`src/rtl/pbhp_pkg.sv`:
```
// Shared constants and codes for the power button hold policy block.
package pbhp_pkg;

    localparam int TIME_BITS     = 48;
    localparam int IDLE_BITS     = 48;
    localparam int HOLD_BITS     = 32;
    localparam int MV_BITS       = 16;
    localparam int SEC_BITS      = 16;
    localparam int ACT_BITS      = 3;
    localparam int PROG_BITS     = 8;
    localparam int CFG_IDX_BITS  = 2;
    localparam int CFG_DATA_BITS = 32;

    // microseconds per second, used to scale the idle limit
    localparam int US_PER_S_BITS = 20;
    localparam logic [US_PER_S_BITS-1:0] US_PER_S = 20'd1000000;
    localparam int IDLE_LIM_BITS = SEC_BITS + US_PER_S_BITS;

    // long division: one quotient bit per step
    localparam int DIV_STEPS    = PROG_BITS;
    localparam int DIV_CNT_BITS = $clog2(DIV_STEPS);
    localparam int NUM_BITS     = HOLD_BITS + PROG_BITS;
    localparam int DEN_BITS     = HOLD_BITS + PROG_BITS - 1;

    localparam logic [PROG_BITS-1:0] PROG_FULL = '1;

    // config register indexes
    localparam logic [CFG_IDX_BITS-1:0] REG_HOLD_TIME    = 2'd0;
    localparam logic [CFG_IDX_BITS-1:0] REG_CONFIRM_TIME = 2'd1;
    localparam logic [CFG_IDX_BITS-1:0] REG_BATT_CUTOFF  = 2'd2;
    localparam logic [CFG_IDX_BITS-1:0] REG_IDLE_OFF     = 2'd3;

    localparam logic [HOLD_BITS-1:0] HOLD_TIME_RST    = 32'd3000000;
    localparam logic [HOLD_BITS-1:0] CONFIRM_TIME_RST = 32'd6000000;

    // power actions
    localparam logic [ACT_BITS-1:0] ACT_NONE    = 3'd0;
    localparam logic [ACT_BITS-1:0] ACT_WAKE    = 3'd1;
    localparam logic [ACT_BITS-1:0] ACT_HOLD    = 3'd2;
    localparam logic [ACT_BITS-1:0] ACT_TIMER   = 3'd3;
    localparam logic [ACT_BITS-1:0] ACT_RELEASE = 3'd4;
    localparam logic [ACT_BITS-1:0] ACT_USB     = 3'd5;
    localparam logic [ACT_BITS-1:0] ACT_OFF     = 3'd6;

endpackage

```
`src/rtl/power_button_hold_policy.sv`:
```
// Power button hold policy: per-frame power action and hold progress.
//
//  channel | direction | handshake             | payload
//  --------+-----------+-----------------------+------------------------------------------
//  in      | in        | in_valid / in_stall   | button_down, now_us, blanked, timer_running,
//          |           |                       | on_usb, alarm_sounding, battery_valid,
//          |           |                       | battery_mv, idle_us
//  out     | out       | out_valid / out_stall | action, progress
//  cfg     | in        | cfg_valid / cfg_ready | cfg_index, cfg_data
//
// A word passes through the captured-word registers and the result registers to the output
// register, with the divider steps between when a hold progress value is needed: the 8-bit
// quotient comes out of one 40-bit compare/subtract unit, one bit per cycle. in_stall is high
// while a word is in work, so a new word is taken only after the last result is loaded.
// A finished result waits in a holding state while the output register is stalled.
// rst_n clears the policy state and loads the register defaults; cfg_ready is always high.
module power_button_hold_policy
(
    input  logic                              clk,
    input  logic                              rst_n,

    input  logic                              in_valid,
    output logic                              in_stall,
    input  logic                              button_down,
    input  logic [pbhp_pkg::TIME_BITS-1:0]    now_us,
    input  logic                              blanked,
    input  logic                              timer_running,
    input  logic                              on_usb,
    input  logic                              alarm_sounding,
    input  logic                              battery_valid,
    input  logic [pbhp_pkg::MV_BITS-1:0]      battery_mv,
    input  logic [pbhp_pkg::IDLE_BITS-1:0]    idle_us,

    output logic                              out_valid,
    input  logic                              out_stall,
    output logic [pbhp_pkg::ACT_BITS-1:0]     action,
    output logic [pbhp_pkg::PROG_BITS-1:0]    progress,

    input  logic                              cfg_valid,
    output logic                              cfg_ready,
    input  logic [pbhp_pkg::CFG_IDX_BITS-1:0] cfg_index,
    input  logic [pbhp_pkg::CFG_DATA_BITS-1:0] cfg_data
);
    import pbhp_pkg::*;

    localparam logic [1:0] ST_IDLE = 2'd0;
    localparam logic [1:0] ST_CALC = 2'd1;
    localparam logic [1:0] ST_DIV  = 2'd2;
    localparam logic [1:0] ST_DONE = 2'd3;

    // config
    logic [HOLD_BITS-1:0]  hold_time_reg,    hold_time_next;
    logic [HOLD_BITS-1:0]  confirm_time_reg, confirm_time_next;
    logic [MV_BITS-1:0]    batt_cutoff_reg,  batt_cutoff_next;
    logic [SEC_BITS-1:0]   idle_off_reg,     idle_off_next;

    // policy state
    logic                  seen_release_reg, seen_release_next;
    logic                  was_pressed_reg,  was_pressed_next;
    logic [TIME_BITS-1:0]  press_start_reg,  press_start_next;
    logic                  armed_reg,        armed_next;

    // sequencer and captured word
    logic [1:0]            state_reg,   state_next;
    logic                  down_reg,    down_next;
    logic [TIME_BITS-1:0]  now_reg,     now_next;
    logic [TIME_BITS-1:0]  held_reg,    held_next;
    logic                  blanked_reg, blanked_next;
    logic                  timer_reg,   timer_next;
    logic                  usb_reg,     usb_next;
    logic                  alarm_reg,   alarm_next;
    logic                  bvalid_reg,  bvalid_next;
    logic [MV_BITS-1:0]    mv_reg,      mv_next;
    logic [IDLE_BITS-1:0]  idle_reg,    idle_next;
    logic [IDLE_LIM_BITS-1:0] idle_lim_reg, idle_lim_next;

    // divider
    logic [NUM_BITS-1:0]     num_reg, num_next;
    logic [DEN_BITS-1:0]     den_reg, den_next;
    logic [DIV_CNT_BITS-1:0] cnt_reg, cnt_next;

    // result
    logic [ACT_BITS-1:0]   res_act_reg,  res_act_next;
    logic [PROG_BITS-1:0]  res_prog_reg, res_prog_next;
    logic                  out_valid_reg, out_valid_next;
    logic [ACT_BITS-1:0]   out_act_reg,  out_act_next;
    logic [PROG_BITS-1:0]  out_prog_reg, out_prog_next;

    logic in_take;
    logic out_free;

    assign in_stall  = (state_reg != ST_IDLE);
    assign in_take   = in_valid && !in_stall;
    assign out_free  = !out_valid_reg || !out_stall;
    assign cfg_ready = 1'b1;
    assign out_valid = out_valid_reg;
    assign action    = out_act_reg;
    assign progress  = out_prog_reg;

    always_comb
    begin
        logic                 sr;
        logic [HOLD_BITS-1:0] target;
        logic                 ge_target;
        logic                 ge_hold;
        logic                 batt_low;
        logic                 idle_hit;
        logic                 div_ge;

        hold_time_next    = hold_time_reg;
        confirm_time_next = confirm_time_reg;
        batt_cutoff_next  = batt_cutoff_reg;
        idle_off_next     = idle_off_reg;
        seen_release_next = seen_release_reg;
        was_pressed_next  = was_pressed_reg;
        press_start_next  = press_start_reg;
        armed_next        = armed_reg;
        state_next        = state_reg;
        down_next         = down_reg;
        now_next          = now_reg;
        held_next         = held_reg;
        blanked_next      = blanked_reg;
        timer_next        = timer_reg;
        usb_next          = usb_reg;
        alarm_next        = alarm_reg;
        bvalid_next       = bvalid_reg;
        mv_next           = mv_reg;
        idle_next         = idle_reg;
        idle_lim_next     = idle_lim_reg;
        num_next          = num_reg;
        den_next          = den_reg;
        cnt_next          = cnt_reg;
        res_act_next      = res_act_reg;
        res_prog_next     = res_prog_reg;
        out_valid_next    = out_valid_reg;
        out_act_next      = out_act_reg;
        out_prog_next     = out_prog_reg;

        sr        = seen_release_reg | ~down_reg;
        target    = timer_reg ? confirm_time_reg : hold_time_reg;
        ge_target = (held_reg >= TIME_BITS'(target));
        ge_hold   = (held_reg >= TIME_BITS'(hold_time_reg));
        batt_low  = bvalid_reg && (batt_cutoff_reg != '0) && (mv_reg < batt_cutoff_reg);
        idle_hit  = (idle_off_reg != '0) && (idle_reg >= IDLE_BITS'(idle_lim_reg));
        div_ge    = (num_reg >= NUM_BITS'(den_reg));

        if (out_valid_reg && !out_stall)
        begin
            out_valid_next = 1'b0;
        end

        if (cfg_valid)
        begin
            unique case (cfg_index)
                REG_HOLD_TIME:    hold_time_next    = cfg_data[HOLD_BITS-1:0];
                REG_CONFIRM_TIME: confirm_time_next = cfg_data[HOLD_BITS-1:0];
                REG_BATT_CUTOFF:  batt_cutoff_next  = cfg_data[MV_BITS-1:0];
                REG_IDLE_OFF:     idle_off_next     = cfg_data[SEC_BITS-1:0];
                default:          ;
            endcase
        end

        unique case (state_reg)
            ST_IDLE:
            begin
                if (in_take)
                begin
                    down_next     = button_down;
                    now_next      = now_us;
                    held_next     = now_us - press_start_reg;
                    blanked_next  = blanked;
                    timer_next    = timer_running;
                    usb_next      = on_usb;
                    alarm_next    = alarm_sounding;
                    bvalid_next   = battery_valid;
                    mv_next       = battery_mv;
                    idle_next     = idle_us;
                    idle_lim_next = IDLE_LIM_BITS'(idle_off_reg) * IDLE_LIM_BITS'(US_PER_S);
                    state_next    = ST_CALC;
                end
            end
            ST_CALC:
            begin
                seen_release_next = sr;
                was_pressed_next  = down_reg;
                res_act_next      = ACT_NONE;
                res_prog_next     = '0;
                state_next        = ST_DONE;
                if (down_reg && !sr)
                begin
                    // press already down before the first release: ignore
                end
                else if (down_reg)
                begin
                    if (!was_pressed_reg)
                    begin
                        press_start_next = now_reg;
                        armed_next       = 1'b0;
                        res_act_next     = blanked_reg ? ACT_WAKE : ACT_NONE;
                    end
                    else if (ge_target)
                    begin
                        armed_next    = 1'b1;
                        res_act_next  = usb_reg ? ACT_USB : ACT_RELEASE;
                        res_prog_next = PROG_FULL;
                    end
                    else
                    begin
                        // held < target < 2^32, so held*255/target fits in 8 bits
                        res_act_next = (timer_reg && ge_hold) ? ACT_TIMER : ACT_HOLD;
                        num_next     = {held_reg[HOLD_BITS-1:0], {PROG_BITS{1'b0}}}
                                       - NUM_BITS'(held_reg[HOLD_BITS-1:0]);
                        den_next     = {target, {(PROG_BITS-1){1'b0}}};
                        cnt_next     = '0;
                        state_next   = ST_DIV;
                    end
                end
                else if (was_pressed_reg)
                begin
                    armed_next = 1'b0;
                    if (armed_reg)
                    begin
                        res_act_next = usb_reg ? ACT_USB : ACT_OFF;
                    end
                end
                else if (!timer_reg && !alarm_reg && (batt_low || idle_hit))
                begin
                    res_act_next = usb_reg ? ACT_NONE : ACT_OFF;
                end
            end
            ST_DIV:
            begin
                if (div_ge)
                begin
                    num_next = num_reg - NUM_BITS'(den_reg);
                end
                res_prog_next = {res_prog_reg[PROG_BITS-2:0], div_ge};
                den_next      = den_reg >> 1;
                cnt_next      = cnt_reg + 1'b1;
                if (cnt_reg == DIV_CNT_BITS'(DIV_STEPS - 1))
                begin
                    state_next = ST_DONE;
                end
            end
            ST_DONE:
            begin
                if (out_free)
                begin
                    out_valid_next = 1'b1;
                    out_act_next   = res_act_reg;
                    out_prog_next  = res_prog_reg;
                    state_next     = ST_IDLE;
                end
            end
            default:
            begin
                state_next = ST_IDLE;
            end
        endcase
    end

    always_ff @(posedge clk or negedge rst_n)
    begin
        if (!rst_n)
        begin
            hold_time_reg    <= HOLD_TIME_RST;
            confirm_time_reg <= CONFIRM_TIME_RST;
            batt_cutoff_reg  <= '0;
            idle_off_reg     <= '0;
            seen_release_reg <= 1'b0;
            was_pressed_reg  <= 1'b0;
            press_start_reg  <= '0;
            armed_reg        <= 1'b0;
            state_reg        <= ST_IDLE;
            out_valid_reg    <= 1'b0;
        end
        else
        begin
            hold_time_reg    <= hold_time_next;
            confirm_time_reg <= confirm_time_next;
            batt_cutoff_reg  <= batt_cutoff_next;
            idle_off_reg     <= idle_off_next;
            seen_release_reg <= seen_release_next;
            was_pressed_reg  <= was_pressed_next;
            press_start_reg  <= press_start_next;
            armed_reg        <= armed_next;
            state_reg        <= state_next;
            out_valid_reg    <= out_valid_next;
        end
    end

    always_ff @(posedge clk)
    begin
        down_reg     <= down_next;
        now_reg      <= now_next;
        held_reg     <= held_next;
        blanked_reg  <= blanked_next;
        timer_reg    <= timer_next;
        usb_reg      <= usb_next;
        alarm_reg    <= alarm_next;
        bvalid_reg   <= bvalid_next;
        mv_reg       <= mv_next;
        idle_reg     <= idle_next;
        idle_lim_reg <= idle_lim_next;
        num_reg      <= num_next;
        den_reg      <= den_next;
        cnt_reg      <= cnt_next;
        res_act_reg  <= res_act_next;
        res_prog_reg <= res_prog_next;
        out_act_reg  <= out_act_next;
        out_prog_reg <= out_prog_next;
    end

    // armed only while the press that armed it is still down
    a_armed_pressed: assert property (@(posedge clk) disable iff (!rst_n)
        armed_reg |-> was_pressed_reg)
        else $error("armed without a held press");

    a_take_calc: assert property (@(posedge clk) disable iff (!rst_n)
        in_take |=> (state_reg == ST_CALC))
        else $error("accepted word did not start evaluation");

    a_prog_action: assert property (@(posedge clk) disable iff (!rst_n)
        (out_valid_reg && (out_prog_reg != '0)) |->
        ((out_act_reg == ACT_HOLD) || (out_act_reg == ACT_TIMER) ||
         (out_act_reg == ACT_RELEASE) || (out_act_reg == ACT_USB)))
        else $error("progress on an action without hold prompt");

    a_done_loads: assert property (@(posedge clk) disable iff (!rst_n)
        ((state_reg == ST_DONE) && out_free) |=> (out_valid_reg && (state_reg == ST_IDLE)))
        else $error("finished result not loaded into output register");

endmodule

```
`config.mk`:
```
export PLATFORM = sky130hd
export DESIGN_NAME = power_button_hold_policy
export DESIGN_NICKNAME = d
export VERILOG_FILES = /design/src/rtl/pbhp_pkg.sv /design/src/rtl/power_button_hold_policy.sv
export SDC_FILE = /design/constraint.sdc
export NUM_CORES = 1
export LEC_CHECK = 0
export BUFFER_PORTS_ARGS = -buffer_cell sky130_fd_sc_hd__buf_2
export CAP_MARGIN = 20
export CORE_MARGIN = 4
export CORE_UTILIZATION = 35
export CTS_CLUSTER_DIAMETER = 100
export CTS_CLUSTER_SIZE = 25
export DETAILED_ROUTE_END_ITERATION = 8
export PLACE_DENSITY_LB_ADDON = 0.3
export SYNTH_ARGS = -nofsm -noshare
export SYNTH_HDL_FRONTEND = slang
export SYNTH_SLANG_ARGS = --single-unit
```
`constraint.sdc`:
```
create_clock -name clk -period 18.1 [get_ports clk]
set_input_delay 3.62 -clock clk [delete_from_list [all_inputs] [get_ports clk]]
set_output_delay 3.62 -clock clk [all_outputs]
set_load 0.01 [all_outputs]
```
# After elaboration in Yosys (flattened, before gate mapping)
# Index checks and enable logic that the tools add are counted.
[word_totals]
regBits = 450
inputBits = 157
output_inout_bits = 14
word_cells = 141
[op_classes]
addsub = 4
mul = 1
n_lt_le_gt_ge = 5
eq_ne = 16
muxes = 48
n_bitwise = 4
n_reduce_logical = 35
[ops]
columns = ["cell", "n"]
rows = [
  ["40-bit 2-to-1 mux", 5],
  ["39-bit 2-to-1 mux", 4],
  ["48-bit by 32-bit greater-or-equal comparator with 1-bit output", 2],
  ["40-bit one-hot mux with 2 select lines", 1],
  ["39-bit one-hot mux with 2 select lines", 1],
  ["48-bit by 36-bit greater-or-equal comparator with 1-bit output", 1],
  ["48-bit subtractor", 1],
  ["40-bit by 39-bit greater-or-equal comparator with 1-bit output", 1],
  ["40-bit by 32-bit subtractor with 40-bit output", 1],
  ["40-bit by 39-bit subtractor with 40-bit output", 1],
  ["3-bit 2-to-1 mux", 11],
  ["32-bit 2-to-1 mux", 1],
  ["8-bit 2-to-1 mux", 4],
  ["16-bit nonzero test", 2],
  ["16-bit by 14-bit multiplier with 30-bit output (second input constant)", 1],
  ["16-bit less-than comparator", 1],
  ["2-bit inequality test (second input constant)", 8],
  ["8-bit one-hot mux with 2 select lines", 1],
  ["1-bit 2-to-1 mux", 14],
  ["2-bit AND reduction", 6],
  ["1-bit logical AND", 9],
  ["2-bit == test (second input constant)", 4],
  ["2-bit 2-to-1 mux", 4],
  ["2-bit one-hot mux with 4 select lines", 1],
  ["other kinds (15)", 28],
]

# Longest topological paths before layout
# Gate-level depths: netlist of run 1.
[logic_depth]
word_depth = 8
mapped_depth = 21
mapped_depth_nobuf = 21

# Worst setup path before layout of run 1
# OpenSTA, ideal clock, no wires.
[synth_path]
path_kind = "input-to-reg"
startpoint = "input port in_valid"
endpoint = "register alarm_reg, enable pin"
arrival_ns = 8.042
t_required_ns = 17.520
setup_slack_ns = 9.478
stages = 1
path_buffers = 0
cell_sequence = "and2_1"
[synth_via]
elab_chain_cells = 2
[synth_rtl]
columns = ["item", "line_no", "rtl"]
rows = [
  ["start: declaration", "power_button_hold_policy.sv:22", "input logic in_valid,"],
  ["1-bit logical AND", "power_button_hold_policy.sv:93", "assign in_take = in_valid && !in_stall;"],
  ["2-bit AND reduction (no line)", "n/a", ""],
  ["end signal: assignment", "power_button_hold_policy.sv:300", "alarm_reg <= alarm_next;"],
  ["end: declaration", "power_button_hold_policy.sv:71", "logic alarm_reg, alarm_next;"],
]
# No other way between the ends.
# A chain may end at the register's enable or synchronous reset.

# Worst setup path in the final report of run 1
[layout_path]
startpoint = "input port now_us[9] (netlist name)"
endpoint = "register held_reg[41], data pin"
[layout_via]
elab_chain_cells = 1
[layout_rtl]
columns = ["item", "line_no", "rtl"]
rows = [
  ["start: declaration", "power_button_hold_policy.sv:25", "input logic [pbhp_pkg::TIME_BITS-1:0] now_us,"],
  ["48-bit subtractor", "power_button_hold_policy.sv:170", "held_next = now_us - press_start_reg;"],
  ["end signal: assignment", "power_button_hold_policy.sv:296", "held_reg <= held_next;"],
  ["end: declaration", "power_button_hold_policy.sv:67", "logic [TIME_BITS-1:0] held_reg, held_next;"],
]
# No other way between the ends.

==> metrics, run 1 <==
Avg Vias per Cell 5.15; WP data required 18440 ps; final critical-path share of the clock period 35.2%; P&R area growth vs syn 10.1%; Fmax achieved 0.157 GHz; largest net degree at the start of global routing 80; layout cells sized above 1 14.0%; CP Capture Type flop; DRC violations left 0; TritonCTS clock tree done; Num CTS Buffers 25; final hold vios 0; Avg Cell Area, Syn 11.2 µm²; vias in the first global route 20100; Seq cells post-synth 450; number of fill cells 7789; Post-synth ARST share 33.3%; cell area after synthesis 28700 µm²; First-pass DRT Iterations 7; IO Pins 171; CTS Buffer Depth 3; Hold EP action[2]; core box area 80800 µm²; Crit path max-delay family compound AO/OA/AOI/OAI gates; row cnt 104; die height 294 µm; GP Congestion 0.877; Synth Net Count 3106; register area share after synthesis 44.6%; port buffer count 169; Initial Util 35.5%; Mapped Cells 2552; Final Setup Violations 0; Distinct cells, synth 79; r2r worst-path depth 19; Max Cap Viol 0; clk_skew 37.0 ps; Setup CP Type in -> reg; Slew @ Worst Pin 1060 ps; RSZ-0062 raised after global routing no; Hold Crit Class reg -> reg; delay of the slowest critical-path stage 680 ps; Max-slew headroom 28.5%; Root Driver clkbuf_16; top area cells in the synthesized netlist edfxtp_1 31%, ha_1 15%, dfrtp_1 11%; post-CTS setup buffer count 0; Main synth FF type edfxtp_1; setup TNS 0 ps; post-detailed-placement half-perimeter wirelength 52.2 mm; critical path fanouts, max 6; Final ANT Viol Nets 0; nets 3264; initial DRC count 1104; Max Slew Vio Count 0; worst reg2reg path startpoint idle_off_reg[2]; depth of the worst hold-timing path 0; Clock Latency Late Sink 610 ps; status completed; startpoint class of the critical path primary input; Worst path slowest cell a2111oi_0; Die Span X 294 µm; number of enable flip-flop cells after synthesis 300; Post-CTS Hold Fix Bufs 0; largest area contributor in the netlist edfxtp_1; vias 19500; die area 86600 µm²; # clock sinks 450; WP data arrival 6720 ps; post-CTS sizing 0; post-synth top area share 31.4%; Tmin final 6380 ps; instance count on the critical path 12; drt wl/cell 17.8 µm; first-pass GRT wire length 109 mm; # H-tree levels 1; reg-to-reg slack, setup 12050 ps; initial antenna violation count 4; GRT Util Overall 15.5%; synth warn 0; hold path start res_act_reg[2]; Buf/Inv on CP 1; CP cell instances buf_2, ha_1, and4_1, and2_1, o311ai_1, a2111oi_0, or2_2, a211oi_1, o31ai_1, and3_1, a31oi_1, xnor2_1; Overflow after GRT 0; Worst-path clk slew 90 ps; worst reg2reg endpoint idle_lim_reg[34]; final wirelength 67.5 mm
## Yosys cell counts (all sizes together), types with 21 or more instances
master and n:
ha 340, inv 328, edfxtp 300, a21oi 185, dfrtp 130, o21ai 123
a21o 119, mux2 117, nand2 112, nor2 95, xnor2 95, mux2i 67
fa 57, clkbuf 46, xor2 44, nand4 43, nor3 30, nand3 23
o21bai 22, a211oi 21, nand2b 21
## cells in the final DEF, fill, tap and decap left out, types with 112 or more instances in the layout
| cell | instances |
|---|---|
| inv_1 | 327 |
| o21ai_0 | 119 |
| buf_2 | 168 |
| dfrtp_1 | 130 |
| ha_1 | 339 |
| nand2_1 | 112 |
| a21oi_1 | 185 |
| mux2_2 | 117 |
| edfxtp_1 | 300 |
| a21o_1 | 119 |
## per-stage QoR
step	area [µm²]	instances	hold WS, ps	setup slack [ps]	util, %
2_1_floorplan	28700	2552	400	9480	-
3_5_place_dp	30800	3743	408	11070	38.1
6_report	31600	3791	427	11720	39.1
4_1_cts	31600	3789	429	11690	39.1
3_3_place_gp	30800	3743	407	11130	38.1
5_1_grt	31600	3789	443	11450	39.1
## cell type report
class	instances	area, µm²	area share [%]
sequential	450	12800	40.5
multi-input combinational	1722	14500	45.9
antenna	2	5.00	0.0158
tap	1060	1330	4.20
clock buffer	32	652	2.06
inverter	328	1230	3.90
timing repair buffer	183	957	3.03
clock inverter	14	134	0.424
## worst register-to-register path: stages, from the launching register on
cell      delay, ps
dfrtp_1         550
inv_1           180
fa_1            550
inv_1            50
fa_1            510
fa_1            580
fa_1            440
ha_1            290
inv_1            50
fa_1            500
inv_1            40
ha_1            350
a21oi_1         170
o21bai_1        100
a211o_1         300
a211oi_1        380
o31ai_1         200
a41o_1          280
a21oi_1         170
xnor2_1          90
## how the worst max path moves through the flow
stage	startpoint	endpoint	slack, ps
floorplan	in_valid	alarm_reg	9480
global placement	now_us[9]	held_reg[41]	11130
detailed placement	now_us[9]	held_reg[41]	11070
CTS	now_us[9]	held_reg[41]	11690
global route	now_us[9]	held_reg[41]	11450
finish	now_us[9]	held_reg[41]	11720
## per-layer routing
metal / vias to the layer above / global-route usage, % / wire length (µm) / part of all wire, %
met3: 67 / 1.87 / 2840 / 4.2
met2: 404 / 26.4 / 31700 / 47
met4: 4 / 3.27 / 1480 / 2.2
met1: 9561 / 21.3 / 31500 / 47
li1: 9499 / - / - / -
met5: - / 0 / 27 / 0.040
## cells by family (layout without fill, tap and decap cells)
kind of cell | after synthesis | after routing | share of synthesized area, %
simple gates | 415 | 415 | 7.16
other cells | 1 | 3 | 0.0131
flops | 450 | 450 | 44.6
mux | 184 | 184 | 6.93
buf+inv | 380 | 557 | 4.99
xor+xnor | 139 | 139 | 4.25
fa+ha+maj | 397 | 397 | 18.8
compound gates | 586 | 586 | 13.2
Power of run 1 is not shown: default switching activity piles up to over one toggle a cycle in this logic, so the estimate is an artifact.
==> run 2: changes to the inputs <==
clock period = 5.85 ns   (was 18.1 ns; I/O delays follow)
==> run 2 against run 1 <==
  * Sequential share of layout area decreased by 0.30 points
  * Register-to-register slack worse by 12000 ps
  * Flip-flop and latch count stayed put
  * Die area stayed put
  * Setup slack got worse by 11000 ps
  * Via count rose by 0.28%
  * Utilization rose by 0.29 points
  * Critical path depth grew 7
  * Hold slack got worse by 2.6 ps
  * Final area is 0.74% higher
  * Routed wire length rose by 0.53%
  * Critical path type is now reg -> reg
  * Critical endpoint is now idle_lim_reg[34]
==> metrics, run 2 (synthesis gave the netlist of run 1 again) <==
Setup CP Type reg -> reg; die height 294 µm (unchanged); TritonCTS clock tree done; core box area 80800 µm² (unchanged); status completed; WP data arrival 5930 ps (-790 ps); Max Slew Vio Count 0 (unchanged); final wirelength 67.9 mm (+0.53%); WP data required 6210 ps (-12230 ps); Final Setup Violations 0 (unchanged); Initial Util 35.5% (unchanged); Worst path slowest cell fa_1; Overflow after GRT 0 (unchanged); most common cell after layout, fill and taps aside ha_1; P&R area growth vs syn 10.9%; Post-Layout Inst Area 31800 µm² (+0.74%); die area 86600 µm² (unchanged); Final ANT Viol Nets 0 (unchanged); CP Capture Type flop; Avg Vias per Cell 5.15 (-0.11%); # clock sinks 450 (unchanged); setup TNS 0 ps (unchanged); nets 3278 (+0.43%); Num CTS Buffers 26 (+4.0%); Hold Crit Class reg -> reg; row cnt 104 (unchanged); layout cells sized above 1 14.6% (+0.65 points); initial DRC count 1015 (-8.1%); drt wl/cell 17.8 µm (+0.13%); most frequent cells in the layout 339 x ha_1, 326 x inv_1, 300 x edfxtp_1, 184 x a21oi_1, 168 x buf_2; vias in the first global route 20100 (+0.12%); vias 19600 (+0.28%); port buffer count 169 (unchanged); initial antenna violation count 17 (+13); critical path fanouts, max 5 (-1); # H-tree levels 1 (unchanged); Max-slew headroom 31.6% (+3.1 points); Root Driver clkbuf_16; Slew @ Worst Pin 1000 ps (-62.5 ps); clk_skew 28.7 ps (-8.34 ps); GRT Util Overall 15.6% (+0.095 points); CTS Buffer Depth 3 (unchanged); Fmax achieved 0.180 GHz; startpoint class of the critical path flop; multi-input logic area 14500 µm² (+0.11%); Max Cap Viol 0 (unchanged); First-pass DRT Iterations 5 (-2); Clock Latency Late Sink 610 ps (about the same); post-detailed-placement half-perimeter wirelength 52.9 mm (+1.3%); final hold vios 0 (unchanged); Worst-path clk slew 100 ps (about the same); CP most frequent cell fa_1; CP cell instances inv_1, fa_1, inv_1, fa_1, fa_1, fa_1, ha_1, inv_1, fa_1, inv_1, ha_1, a21oi_1, o21bai_1, a211o_1, a211oi_2, o31ai_1, a41o_1, a21oi_1, xnor2_1; register area 12800 µm² (unchanged); first-pass GRT wire length 109 mm (about the same); delay of the slowest critical-path stage 570 ps (-110 ps); final critical-path share of the clock period 95.2%; largest net degree at the start of global routing 99 (+24%); DRC violations left 0 (unchanged); Die Span X 294 µm (unchanged); RSZ-0062 raised after global routing no; IO Pins 171 (unchanged); number of fill cells 7738 (-0.65%); GP Congestion 0.866 (-1.3%); Tmin final 5570 ps; Post-DP Area 30900 µm² (+0.44%); Buf/Inv on CP 4 (+3); Crit path max-delay family adder cells
-- run 2: metal layers --
| layer | vias to the layer above | routed length (µm) | global-route usage, % |
|---|---|---|---|
| li1 | 9529 | - | - |
| met1 | 9554 | 31700 | 21.6 |
| met2 | 410 | 31700 | 26.5 |
| met3 | 93 | 2950 | 1.93 |
| met4 | 4 | 1400 | 3.08 |
| met5 | - | 34 | 0 |
-- run 2: area by class of cell --
type / instances / area share (%)
multi-input combinational: 1722 / 45.6
sequential: 450 / 40.2
tap: 1060 / 4.17
inverter: 328 / 3.87
timing repair buffer: 196 / 3.43
clock buffer: 36 / 2.26
clock inverter: 12 / 0.468
antenna: 2 / 0.0157
-- run 2: worst paths after layout --
check                                      end  slack, ps  cells past startpoint            start
min                                progress[7]        420                      0  res_prog_reg[7]
max                           idle_lim_reg[34]        280                     19  idle_off_reg[2]
max in group asynchronous  press_start_reg[46]       4190                      2            rst_n
max reg2reg                   idle_lim_reg[34]        280                     19  idle_off_reg[2]
min reg2reg                        progress[7]        420                      0  res_prog_reg[7]
min in group asynchronous    hold_time_reg[29]        540                      1            rst_n
-- run 2: timing repair --
action | CTS | global route
buffers inserted | 0 | 0
gates resized for setup | 0 | 5
hold endpoints to repair | 0 | 0
hold buffers | 0 | 0
setup endpoints to repair | 0 | 3
-- run 2: through the flow --
step	util, %	hold slack, ps	instances	setup slack (ps)
final	39.4	424	3806	283
after global routing	39.4	441	3805	30.0
after CTS	39.3	426	3804	150
after global placement	38.3	404	3756	239
after detailed placement	38.3	405	3756	181
after floorplan	-	400	2552	244
-- run 2: worst register-to-register path, cell delays in order, from the launching register on --
cell and delay [ps]:
dfrtp_1 360, inv_1 100, fa_1 560, inv_1 60, fa_1 510, fa_1 570
fa_1 420, ha_1 290, inv_1 50, fa_1 500, inv_1 40, ha_1 350
a21oi_1 180, o21bai_1 100, a211o_1 310, a211oi_2 270, o31ai_1 160, a41o_1 260
a21oi_1 160, xnor2_1 70
Power of run 2 is left out for the same reason.
